===== src/sv/ultrasonic_range_alarm_macros.svh =====
// Assertion macros shared by the ultrasonic range alarm RTL.
`ifndef ULTRASONIC_RANGE_ALARM_MACROS_SVH
`define ULTRASONIC_RANGE_ALARM_MACROS_SVH

// Same-cycle implication, disabled while reset is asserted.
`define URA_ASSERT_SAME(label, clk, rst_n, ante, cons) \
  label: assert property (@(posedge clk) disable iff (!rst_n) (ante) |-> (cons)) \
    else $error("ultrasonic_range_alarm: same-cycle check failed");

// Next-cycle implication, disabled while reset is asserted.
`define URA_ASSERT_NEXT(label, clk, rst_n, ante, cons) \
  label: assert property (@(posedge clk) disable iff (!rst_n) (ante) |=> (cons)) \
    else $error("ultrasonic_range_alarm: next-cycle check failed");

`endif


===== src/sv/ura_pkg.sv =====
// Types and constants shared by the ultrasonic range alarm modules.
`timescale 1ns / 1ps

package ura_pkg;

  localparam int unsigned TRIG_W  = 10;
  localparam int unsigned TICK_W  = 24;
  localparam int unsigned RANGE_W = 14;
  localparam int unsigned CFG_W   = 24;
  localparam int unsigned CFG_IDX_W = 3;

  // 0.0343 cm/us halved, in mm per us, as unsigned 0.16 fixed point.
  localparam logic [13:0] MM_SCALE  = 14'd11239;
  localparam logic [RANGE_W-1:0] RANGE_MAX = 14'd16383;

  localparam logic [TRIG_W-1:0]  TRIGGER_US_RST = 10'd10;
  localparam logic [TICK_W-1:0]  SETTLE_US_RST  = 24'd100000;
  localparam logic [TICK_W-1:0]  GAP_US_RST     = 24'd5000000;
  localparam logic [RANGE_W-1:0] NEAR_MM_RST    = 14'd100;
  localparam logic [RANGE_W-1:0] FAR_MM_RST     = 14'd200;

  typedef enum logic [CFG_IDX_W-1:0] {
    CFG_TRIGGER_US    = 3'd0,
    CFG_SETTLE_US     = 3'd1,
    CFG_REPEAT_GAP_US = 3'd2,
    CFG_NEAR_MM       = 3'd3,
    CFG_FAR_MM        = 3'd4
  } cfg_idx_t;

  typedef enum logic [2:0] {
    PH_TRIGGER = 3'd0,
    PH_WAIT    = 3'd1,
    PH_MEASURE = 3'd2,
    PH_SETTLE  = 3'd3,
    PH_GAP     = 3'd4
  } phase_t;

  typedef struct packed {
    logic [TRIG_W-1:0]  trigger_us;
    logic [TICK_W-1:0]  settle_us;
    logic [TICK_W-1:0]  repeat_gap_us;
    logic [RANGE_W-1:0] near_mm;
    logic [RANGE_W-1:0] far_mm;
  } cfg_t;

  typedef struct packed {
    logic               trigger_out;
    logic               range_valid;
    logic [RANGE_W-1:0] range_mm;
    logic               lights_on;
    logic               buzzer_on;
  } result_t;

endpackage


===== src/sv/ultrasonic_range_alarm.sv =====
// Latency: a result appears in the cycle after its request is accepted.
// Throughput: one request per clock; the only stall is a held result that
// the output side has not taken, set by the single result register.
// Reset (synchronous, active low): trigger phase with zero counts, range and
// alarms cleared, configuration back to its defaults, no result pending.
`timescale 1ns / 1ps
`include "ultrasonic_range_alarm_macros.svh"

module ultrasonic_range_alarm #(
  parameter int unsigned ECHO_COUNT_BITS = 16
) (
  input  logic                           clk,
  input  logic                           rst_n,
  input  logic                           in_valid,
  output logic                           in_ready,
  input  logic                           in_echo_level,
  output logic                           out_valid,
  input  logic                           out_ready,
  output logic                           out_trigger_out,
  output logic                           out_range_valid,
  output logic [ura_pkg::RANGE_W-1:0]    out_range_mm,
  output logic                           out_lights_on,
  output logic                           out_buzzer_on,
  input  logic                           cfg_we,
  input  logic [ura_pkg::CFG_IDX_W-1:0]  cfg_index,
  input  logic [ura_pkg::CFG_W-1:0]      cfg_data
);

  ura_pkg::cfg_t                cfg;
  ura_pkg::result_t             res;
  ura_pkg::result_t             out_res;
  logic                         accept;
  logic [ECHO_COUNT_BITS-1:0]   echo_width;
  logic [ura_pkg::RANGE_W-1:0]  range_scaled;

  ura_cfg_regs u_cfg (
    .clk       (clk),
    .rst_n     (rst_n),
    .cfg_we    (cfg_we),
    .cfg_index (cfg_index),
    .cfg_data  (cfg_data),
    .cfg       (cfg)
  );

  ura_scale #(.ECHO_COUNT_BITS(ECHO_COUNT_BITS)) u_scale (
    .echo_width (echo_width),
    .range_mm   (range_scaled)
  );

  ura_ctrl #(.ECHO_COUNT_BITS(ECHO_COUNT_BITS)) u_ctrl (
    .clk          (clk),
    .rst_n        (rst_n),
    .accept       (accept),
    .echo         (in_echo_level),
    .cfg          (cfg),
    .range_scaled (range_scaled),
    .echo_width   (echo_width),
    .res          (res)
  );

  ura_out_reg u_out (
    .clk       (clk),
    .rst_n     (rst_n),
    .in_valid  (in_valid),
    .in_ready  (in_ready),
    .accept    (accept),
    .res       (res),
    .out_valid (out_valid),
    .out_ready (out_ready),
    .out_res   (out_res)
  );

  assign out_trigger_out = out_res.trigger_out;
  assign out_range_valid = out_res.range_valid;
  assign out_range_mm    = out_res.range_mm;
  assign out_lights_on   = out_res.lights_on;
  assign out_buzzer_on   = out_res.buzzer_on;

  // A held result is never overwritten by a new request.
  `URA_ASSERT_SAME(a_no_overwrite, clk, rst_n, out_valid && !out_ready, !in_ready)
  // Every accepted request produces a result in the next cycle.
  `URA_ASSERT_NEXT(a_result_follows, clk, rst_n, in_valid && in_ready, out_valid)
  // The buzzer only sounds together with the lights.
  `URA_ASSERT_SAME(a_buzzer_lights, clk, rst_n, out_valid && out_buzzer_on, out_lights_on)

endmodule


===== src/sv/ura_cfg_regs.sv =====
// Configuration register bank for the ultrasonic range alarm.
`timescale 1ns / 1ps

module ura_cfg_regs (
  input  logic                             clk,
  input  logic                             rst_n,
  input  logic                             cfg_we,
  input  logic [ura_pkg::CFG_IDX_W-1:0]    cfg_index,
  input  logic [ura_pkg::CFG_W-1:0]        cfg_data,
  output ura_pkg::cfg_t                    cfg
);

  ura_pkg::cfg_t cfg_r;
  ura_pkg::cfg_t cfg_nxt;

  always_comb begin
    cfg_nxt = cfg_r;
    if (cfg_we) begin
      unique case (cfg_index)
        ura_pkg::CFG_TRIGGER_US:    cfg_nxt.trigger_us    = cfg_data[ura_pkg::TRIG_W-1:0];
        ura_pkg::CFG_SETTLE_US:     cfg_nxt.settle_us     = cfg_data[ura_pkg::TICK_W-1:0];
        ura_pkg::CFG_REPEAT_GAP_US: cfg_nxt.repeat_gap_us = cfg_data[ura_pkg::TICK_W-1:0];
        ura_pkg::CFG_NEAR_MM:       cfg_nxt.near_mm       = cfg_data[ura_pkg::RANGE_W-1:0];
        ura_pkg::CFG_FAR_MM:        cfg_nxt.far_mm        = cfg_data[ura_pkg::RANGE_W-1:0];
        default:                    cfg_nxt = cfg_r;
      endcase
    end
  end

  always_ff @(posedge clk) begin
    if (!rst_n) begin
      cfg_r.trigger_us    <= ura_pkg::TRIGGER_US_RST;
      cfg_r.settle_us     <= ura_pkg::SETTLE_US_RST;
      cfg_r.repeat_gap_us <= ura_pkg::GAP_US_RST;
      cfg_r.near_mm       <= ura_pkg::NEAR_MM_RST;
      cfg_r.far_mm        <= ura_pkg::FAR_MM_RST;
    end else begin
      cfg_r <= cfg_nxt;
    end
  end

  assign cfg = cfg_r;

endmodule


===== src/sv/ura_scale.sv =====
// Echo width to millimetre conversion with saturation.
`timescale 1ns / 1ps

module ura_scale #(
  parameter int unsigned ECHO_COUNT_BITS = 16
) (
  input  logic [ECHO_COUNT_BITS-1:0]      echo_width,
  output logic [ura_pkg::RANGE_W-1:0]     range_mm
);

  localparam int unsigned PROD_W = ECHO_COUNT_BITS + 14;

  logic [PROD_W-1:0] prod;
  logic [PROD_W-1:0] mm_full;

  assign prod    = PROD_W'(echo_width) * PROD_W'(ura_pkg::MM_SCALE);
  assign mm_full = prod >> 16;

  always_comb begin
    if (mm_full > PROD_W'(ura_pkg::RANGE_MAX)) begin
      range_mm = ura_pkg::RANGE_MAX;
    end else begin
      range_mm = mm_full[ura_pkg::RANGE_W-1:0];
    end
  end

endmodule


===== src/sv/ura_ctrl.sv =====
// Measurement sequencer: trigger, echo timing, settle and gap phases, alarms.
`timescale 1ns / 1ps

module ura_ctrl #(
  parameter int unsigned ECHO_COUNT_BITS = 16
) (
  input  logic                          clk,
  input  logic                          rst_n,
  input  logic                          accept,
  input  logic                          echo,
  input  ura_pkg::cfg_t                 cfg,
  input  logic [ura_pkg::RANGE_W-1:0]   range_scaled,
  output logic [ECHO_COUNT_BITS-1:0]    echo_width,
  output ura_pkg::result_t              res
);

  localparam logic [ECHO_COUNT_BITS-1:0] WIDTH_MAX = '1;
  localparam int unsigned TT_W = ura_pkg::TICK_W + 1;

  ura_pkg::phase_t                  phase_r, phase_nxt;
  logic [ura_pkg::TICK_W-1:0]       ticks_r, ticks_nxt;
  logic [ECHO_COUNT_BITS-1:0]       width_r, width_nxt;
  logic [ura_pkg::RANGE_W-1:0]      range_r, range_nxt;
  logic                             lights_r, lights_nxt;
  logic                             buzzer_r, buzzer_nxt;
  logic [TT_W-1:0]                  trig_ticks;

  // Next state.
  always_comb begin
    phase_nxt  = phase_r;
    ticks_nxt  = ticks_r;
    width_nxt  = width_r;
    range_nxt  = range_r;
    lights_nxt = lights_r;
    buzzer_nxt = buzzer_r;
    // An unused phase code restarts the trigger pulse from zero.
    if (phase_r == ura_pkg::PH_TRIGGER) begin
      trig_ticks = TT_W'(ticks_r) + TT_W'(1);
    end else begin
      trig_ticks = TT_W'(1);
    end
    unique case (phase_r)
      ura_pkg::PH_WAIT: begin
        if (echo) begin
          width_nxt = ECHO_COUNT_BITS'(1);
          phase_nxt = ura_pkg::PH_MEASURE;
        end
      end
      ura_pkg::PH_MEASURE: begin
        if (echo) begin
          if (width_r != WIDTH_MAX) begin
            width_nxt = width_r + ECHO_COUNT_BITS'(1);
          end
        end else begin
          range_nxt = range_scaled;
          phase_nxt = ura_pkg::PH_SETTLE;
          ticks_nxt = '0;
        end
      end
      ura_pkg::PH_SETTLE: begin
        if (ticks_r >= cfg.settle_us) begin
          lights_nxt = (range_r < cfg.far_mm);
          buzzer_nxt = (range_r < cfg.far_mm) && (range_r < cfg.near_mm);
          phase_nxt  = ura_pkg::PH_GAP;
          ticks_nxt  = '0;
        end else begin
          ticks_nxt = ticks_r + ura_pkg::TICK_W'(1);
        end
      end
      ura_pkg::PH_GAP: begin
        if (ticks_r >= cfg.repeat_gap_us) begin
          phase_nxt = ura_pkg::PH_TRIGGER;
          ticks_nxt = '0;
        end else begin
          ticks_nxt = ticks_r + ura_pkg::TICK_W'(1);
        end
      end
      default: begin
        if (trig_ticks >= TT_W'(cfg.trigger_us)) begin
          phase_nxt = ura_pkg::PH_WAIT;
          ticks_nxt = '0;
        end else begin
          phase_nxt = ura_pkg::PH_TRIGGER;
          ticks_nxt = trig_ticks[ura_pkg::TICK_W-1:0];
        end
      end
    endcase
  end

  // Outputs of the current tick; the alarms and range show their updated values.
  always_comb begin
    res.range_mm  = range_nxt;
    res.lights_on = lights_nxt;
    res.buzzer_on = buzzer_nxt;
    unique case (phase_r)
      ura_pkg::PH_WAIT,
      ura_pkg::PH_SETTLE,
      ura_pkg::PH_GAP: begin
        res.trigger_out = 1'b0;
        res.range_valid = 1'b0;
      end
      ura_pkg::PH_MEASURE: begin
        res.trigger_out = 1'b0;
        res.range_valid = !echo;
      end
      default: begin
        res.trigger_out = 1'b1;
        res.range_valid = 1'b0;
      end
    endcase
  end

  always_ff @(posedge clk) begin
    if (!rst_n) begin
      phase_r  <= ura_pkg::PH_TRIGGER;
      ticks_r  <= '0;
      width_r  <= '0;
      range_r  <= '0;
      lights_r <= 1'b0;
      buzzer_r <= 1'b0;
    end else if (accept) begin
      phase_r  <= phase_nxt;
      ticks_r  <= ticks_nxt;
      width_r  <= width_nxt;
      range_r  <= range_nxt;
      lights_r <= lights_nxt;
      buzzer_r <= buzzer_nxt;
    end
  end

  assign echo_width = width_r;

endmodule


===== src/sv/ura_out_reg.sv =====
// Result register between the sequencer and the output channel.
`timescale 1ns / 1ps

module ura_out_reg (
  input  logic              clk,
  input  logic              rst_n,
  input  logic              in_valid,
  output logic              in_ready,
  output logic              accept,
  input  ura_pkg::result_t  res,
  output logic              out_valid,
  input  logic              out_ready,
  output ura_pkg::result_t  out_res
);

  logic             valid_r, valid_nxt;
  ura_pkg::result_t res_r;

  // A new request may enter when no result is held, or when the held result leaves in the same cycle.
  assign in_ready  = rst_n && (!valid_r || out_ready);
  assign accept    = in_valid && in_ready;
  assign valid_nxt = accept || (valid_r && !out_ready);

  always_ff @(posedge clk) begin
    if (!rst_n) begin
      valid_r <= 1'b0;
    end else begin
      valid_r <= valid_nxt;
    end
  end

  always_ff @(posedge clk) begin
    if (accept) begin
      res_r <= res;
    end
  end

  assign out_valid = valid_r;
  assign out_res   = res_r;

endmodule


===== config.mk =====
export PLATFORM = sky130hd
export DESIGN_NAME = ultrasonic_range_alarm
export DESIGN_NICKNAME = d
export VERILOG_FILES = /design/src/sv/ura_pkg.sv /design/src/sv/ultrasonic_range_alarm.sv /design/src/sv/ura_cfg_regs.sv /design/src/sv/ura_scale.sv /design/src/sv/ura_ctrl.sv /design/src/sv/ura_out_reg.sv
export VERILOG_INCLUDE_DIRS = /design/src /design/src/sv
export SDC_FILE = /design/constraint.sdc
export NUM_CORES = 1
export LEC_CHECK = 0
export ABC_CLOCK_PERIOD_IN_PS = 5200
export BUFFER_PORTS_ARGS = -buffer_cell sky130_fd_sc_hd__buf_2
export CAP_MARGIN = 20
export CORE_ASPECT_RATIO = 0.5
export CORE_MARGIN = 4
export CORE_UTILIZATION = 40
export DETAILED_ROUTE_END_ITERATION = 6
export PLACE_DENSITY = 0.68
export SETUP_SLACK_MARGIN = 0.4
export SLEW_MARGIN = 20
export SYNTH_ARGS = -nofsm -noshare
export SYNTH_HDL_FRONTEND = slang
export SYNTH_SLANG_ARGS = --single-unit

===== constraint.sdc =====
create_clock -name clk -period 5.2 [get_ports clk]
set_input_delay 0.26 -clock clk [delete_from_list [all_inputs] [get_ports clk]]
set_output_delay 0.26 -clock clk [all_outputs]
set_load 0.02 [all_outputs]

==> results.json <==
{
  "run_status": "finished with violations",
  "violations": "negative setup slack",
  "firstDrtPassIters": 6,
  "cp_cell_sequence": "fa_1 > inv_1 > fa_2 > inv_2 > fa_1 > fa_1 > fa_1 > inv_1 > fa_1 > inv_2 > ha_4 > a21oi_4 > o211ai_1 > a32oi_1 > a2111oi_2 > buf_4 > nor3_4 > buf_6 > buf_4 > xnor2_4 > o21ai_0",
  "avgSynthCellArea_um2": 8.478,
  "hold_class": "primary input to flop",
  "utilization": 0.4784,
  "fmax_mhz": 182.6,
  "synthMuxAreaShare": 0.002321,
  "post-route-min-period_ns": 5.478,
  "diodes": 0,
  "cts_max_level": 4,
  "power_density_mw_per_mm2": 170.3,
  "wl_um": 34970,
  "ys_seq_area_frac": 0.2471,
  "place_hpwl_um": 27220,
  "syn-instance-count": 1653,
  "io_buffers": 52,
  "crit_top_cell": "fa_1",
  "cp_slowest_stage_delay_ns": 0.54,
  "synthAdderAreaFrac": 0.3202,
  "synthXorXnorAreaFrac": 0.02438,
  "maxCapViolCount": 0,
  "gr-total-overflow": 0,
  "grt_max_degree": 63,
  "clkSlewWorstSetupHoldPaths_ns": 0.07,
  "rsz0062_at_grt": "yes",
  "cts_root_buffer": "clkbuf_16",
  "vias": 11460,
  "finClkSkew_ns": 0.01347,
  "gp_congestion": 0.9289,
  "fillers": 3289,
  "drive_above_1_share": 0.1561,
  "insertion_delay_ns": 0.45,
  "synth_compound_area_frac": 0.1598,
  "layout_setup_ws_ns": -0.2776,
  "async_flop_share": 0,
  "critPathMaxFanout": 5,
  "wl_per_cell_um": 15.46,
  "required_ns": 5.39,
  "instances_no_fill": 2262,
  "synth-simple-area-share": 0.1506,
  "cts_buffers": 17,
  "yosysMostFrequentCell": "inv_1",
  "nNetsFinal": 2105,
  "rows": 48,
  "drv_slew": 0,
  "vdd_drop_max_mv": 0.2108,
  "die_h_um": 140.4,
  "clk_path_buf_depth": 2,
  "grt_pass1_wl_um": 58590,
  "area.growth.synth_to_final_pct": 17.88,
  "cts_hold_buf": 0,
  "antenna_found_initial": 0,
  "grt_usage": 0.1885,
  "grt_pass1_vias": 11630,
  "synth_edf_count": 18,
  "cts_num_sinks": 164,
  "yosysWarnings": 0,
  "synth.distinct_cells": 64,
  "finalSetupViolCount": 17,
  "die-area_mm2": 0.03827,
  "synth_top_family_by_area": "adder cells",
  "ys_ff_latch": 164,
  "startpoint_type": "flop",
  "syn_area_mm2": 0.01401,
  "first_iter_violations": 562,
  "leakagePower_nw": 7.592,
  "hold_violations": 0,
  "start_util": 0.4058,
  "cp_slowest_cell": "fa_1",
  "fin_crit_sh": 1.053,
  "path_class": "flop to flop",
  "synth.area.top_cells": "dfxtp_1 (21%), ha_1 (18%), fa_1 (14%)",
  "synth_flop_cell": "dfxtp_1",
  "synth_commonest_cells": "inv_1 (299), nand2_1 (234), ha_1 (197)",
  "crit_family": "adder cells",
  "routed_via_density": 5.068,
  "core_region_area_mm2": 0.03453,
  "synth_top_area_cell": "dfxtp_1",
  "cp.arrival_ns": 5.67,
  "io_pins": 53,
  "synth_top_area_frac": 0.2086,
  "drc": 0,
  "tightest_slew_ns": 1.025,
  "slew_headroom": 0.3152,
  "die_w_um": 272.7,
  "place_inst": 2223,
  "critical_path_buf_inv_count": 7,
  "cts_tree": "yes",
  "worstSetupEndpointType": "flop",
  "syn-num-nets": 1984,
  "antenna_left": 0
}
[tightest hold or removal path: cells and delay by family]
kind,cells,cell delay [ns]
AOI/OAI and AO/OA,1,0.07
buffers and inverters,1,0.09
and+or+nand+nor,1,0.04
[cell type report]
class                      instances  area, um2  area share
clock buffer                      19      442.9     0.02681
clock inverter                    13      161.4    0.009771
inverter                         300       1126     0.06817
multi-input combinational       1133       9600      0.5812
sequential                       164       3505      0.2121
tap                              475      594.3     0.03598
timing repair buffer             158       1090     0.06597
[layout by cell type, fill, tap and decap left out, drive strengths merged, types with 5 or more instances in the layout]
cell type / synthesis / routed
inv: 299 / 306
nand2: 234 / 234
ha: 197 / 197
buf: 4 / 158
dfxtp: 146 / 146
fa: 101 / 101
a21boi: 71 / 71
a21oi: 66 / 66
o21ai: 60 / 60
nor2: 58 / 58
nand3: 44 / 44
o211ai: 37 / 37
xnor2: 30 / 30
nor3: 25 / 25
nand4: 24 / 24
o21a: 23 / 23
clkbuf: 52 / 19
edfxtp: 18 / 18
a21o: 16 / 16
and2: 14 / 14
nand2b: 10 / 10
a31oi: 10 / 10
nor2b: 10 / 10
and3: 9 / 9
xor2: 9 / 9
nor4: 7 / 7
a211oi: 7 / 7
and4: 6 / 6
o221ai: 5 / 5
o2111ai: 5 / 5
[per-stage QoR]
| step | TNS (ns) | setup WS (ns) | hold slack [ns] | power, W | area [um2] |
|---|---|---|---|---|---|
| floorplan | -0.02380 | -0.02380 | 0.3960 | 0.001443 | 14180 |
| global placement | -2.220 | -0.3227 | 0.4444 | 0.001511 | 15580 |
| detailed placement | -2.878 | -0.3666 | 0.4574 | 0.001514 | 15580 |
| CTS | -0.9965 | -0.1810 | 0.03822 | 0.002836 | 16350 |
| global route | -6.679 | -0.4858 | 0.04781 | 0.002921 | 16520 |
| finish | -2.216 | -0.2776 | 0.04918 | 0.002813 | 16520 |
[state kept, by name (all words and copies together), names as in the netlist, 3 cells and up]
name / count
u_ctrl.echo_width: 16
u_ctrl.range_r: 14
u_ctrl.phase_r: 3
u_cfg.cfg: 86
u_out.out_res: 18
u_ctrl.ticks_r: 24
[final timing paths]
kind | endpoint | slack (ns) | startpoint | cells after the start
worst max-delay path | u_out.out_res[13] | -0.28 | u_ctrl.echo_width[8] | 21
worst min-delay path | u_cfg.cfg[42] | 0.05 | cfg_data[14] | 3
worst max register to register | u_out.out_res[13] | -0.28 | u_ctrl.echo_width[8] | 21
worst min register to register | u_cfg.cfg[1] | 0.46 | u_cfg.cfg[1] | 2
[timing repair]
action                                 in CTS  in global routing
setup endpoints to repair                  28                 28
endpoints found under the hold margin       0                  0
resized for setup                          31                 29
buffers inserted                            1                  6
pin swaps                                  16                 23
[layer usage]
layer  up-vias  GRT usage  wire (um)  part of all wire
met5         -          0          0                 0
met1      5492     0.2473      16320              0.47
met3        54    0.03235       1271             0.036
li1       5747          -          -                 -
met4         0    0.06362        964             0.028
met2       170     0.3172      16420              0.47
[report_power, final]
group	switching, W	leakage (nW)	internal (W)
Sequential	0.0000120	1.36	0.00130
Combinational	0.000114	5.93	0.0000620
Clock	0.000591	0.296	0.000738
[kinds of logic after synthesis]
family / after synthesis
adder cells (fa/ha/maj): 298
flip-flops: 164
AND/OR/NAND/NOR: 459
buffers and inverters: 356
XOR/XNOR: 39
AO/OA/AOI/OAI: 334
multiplexers: 3
Note: power is estimated with default switching activity, not from simulation.
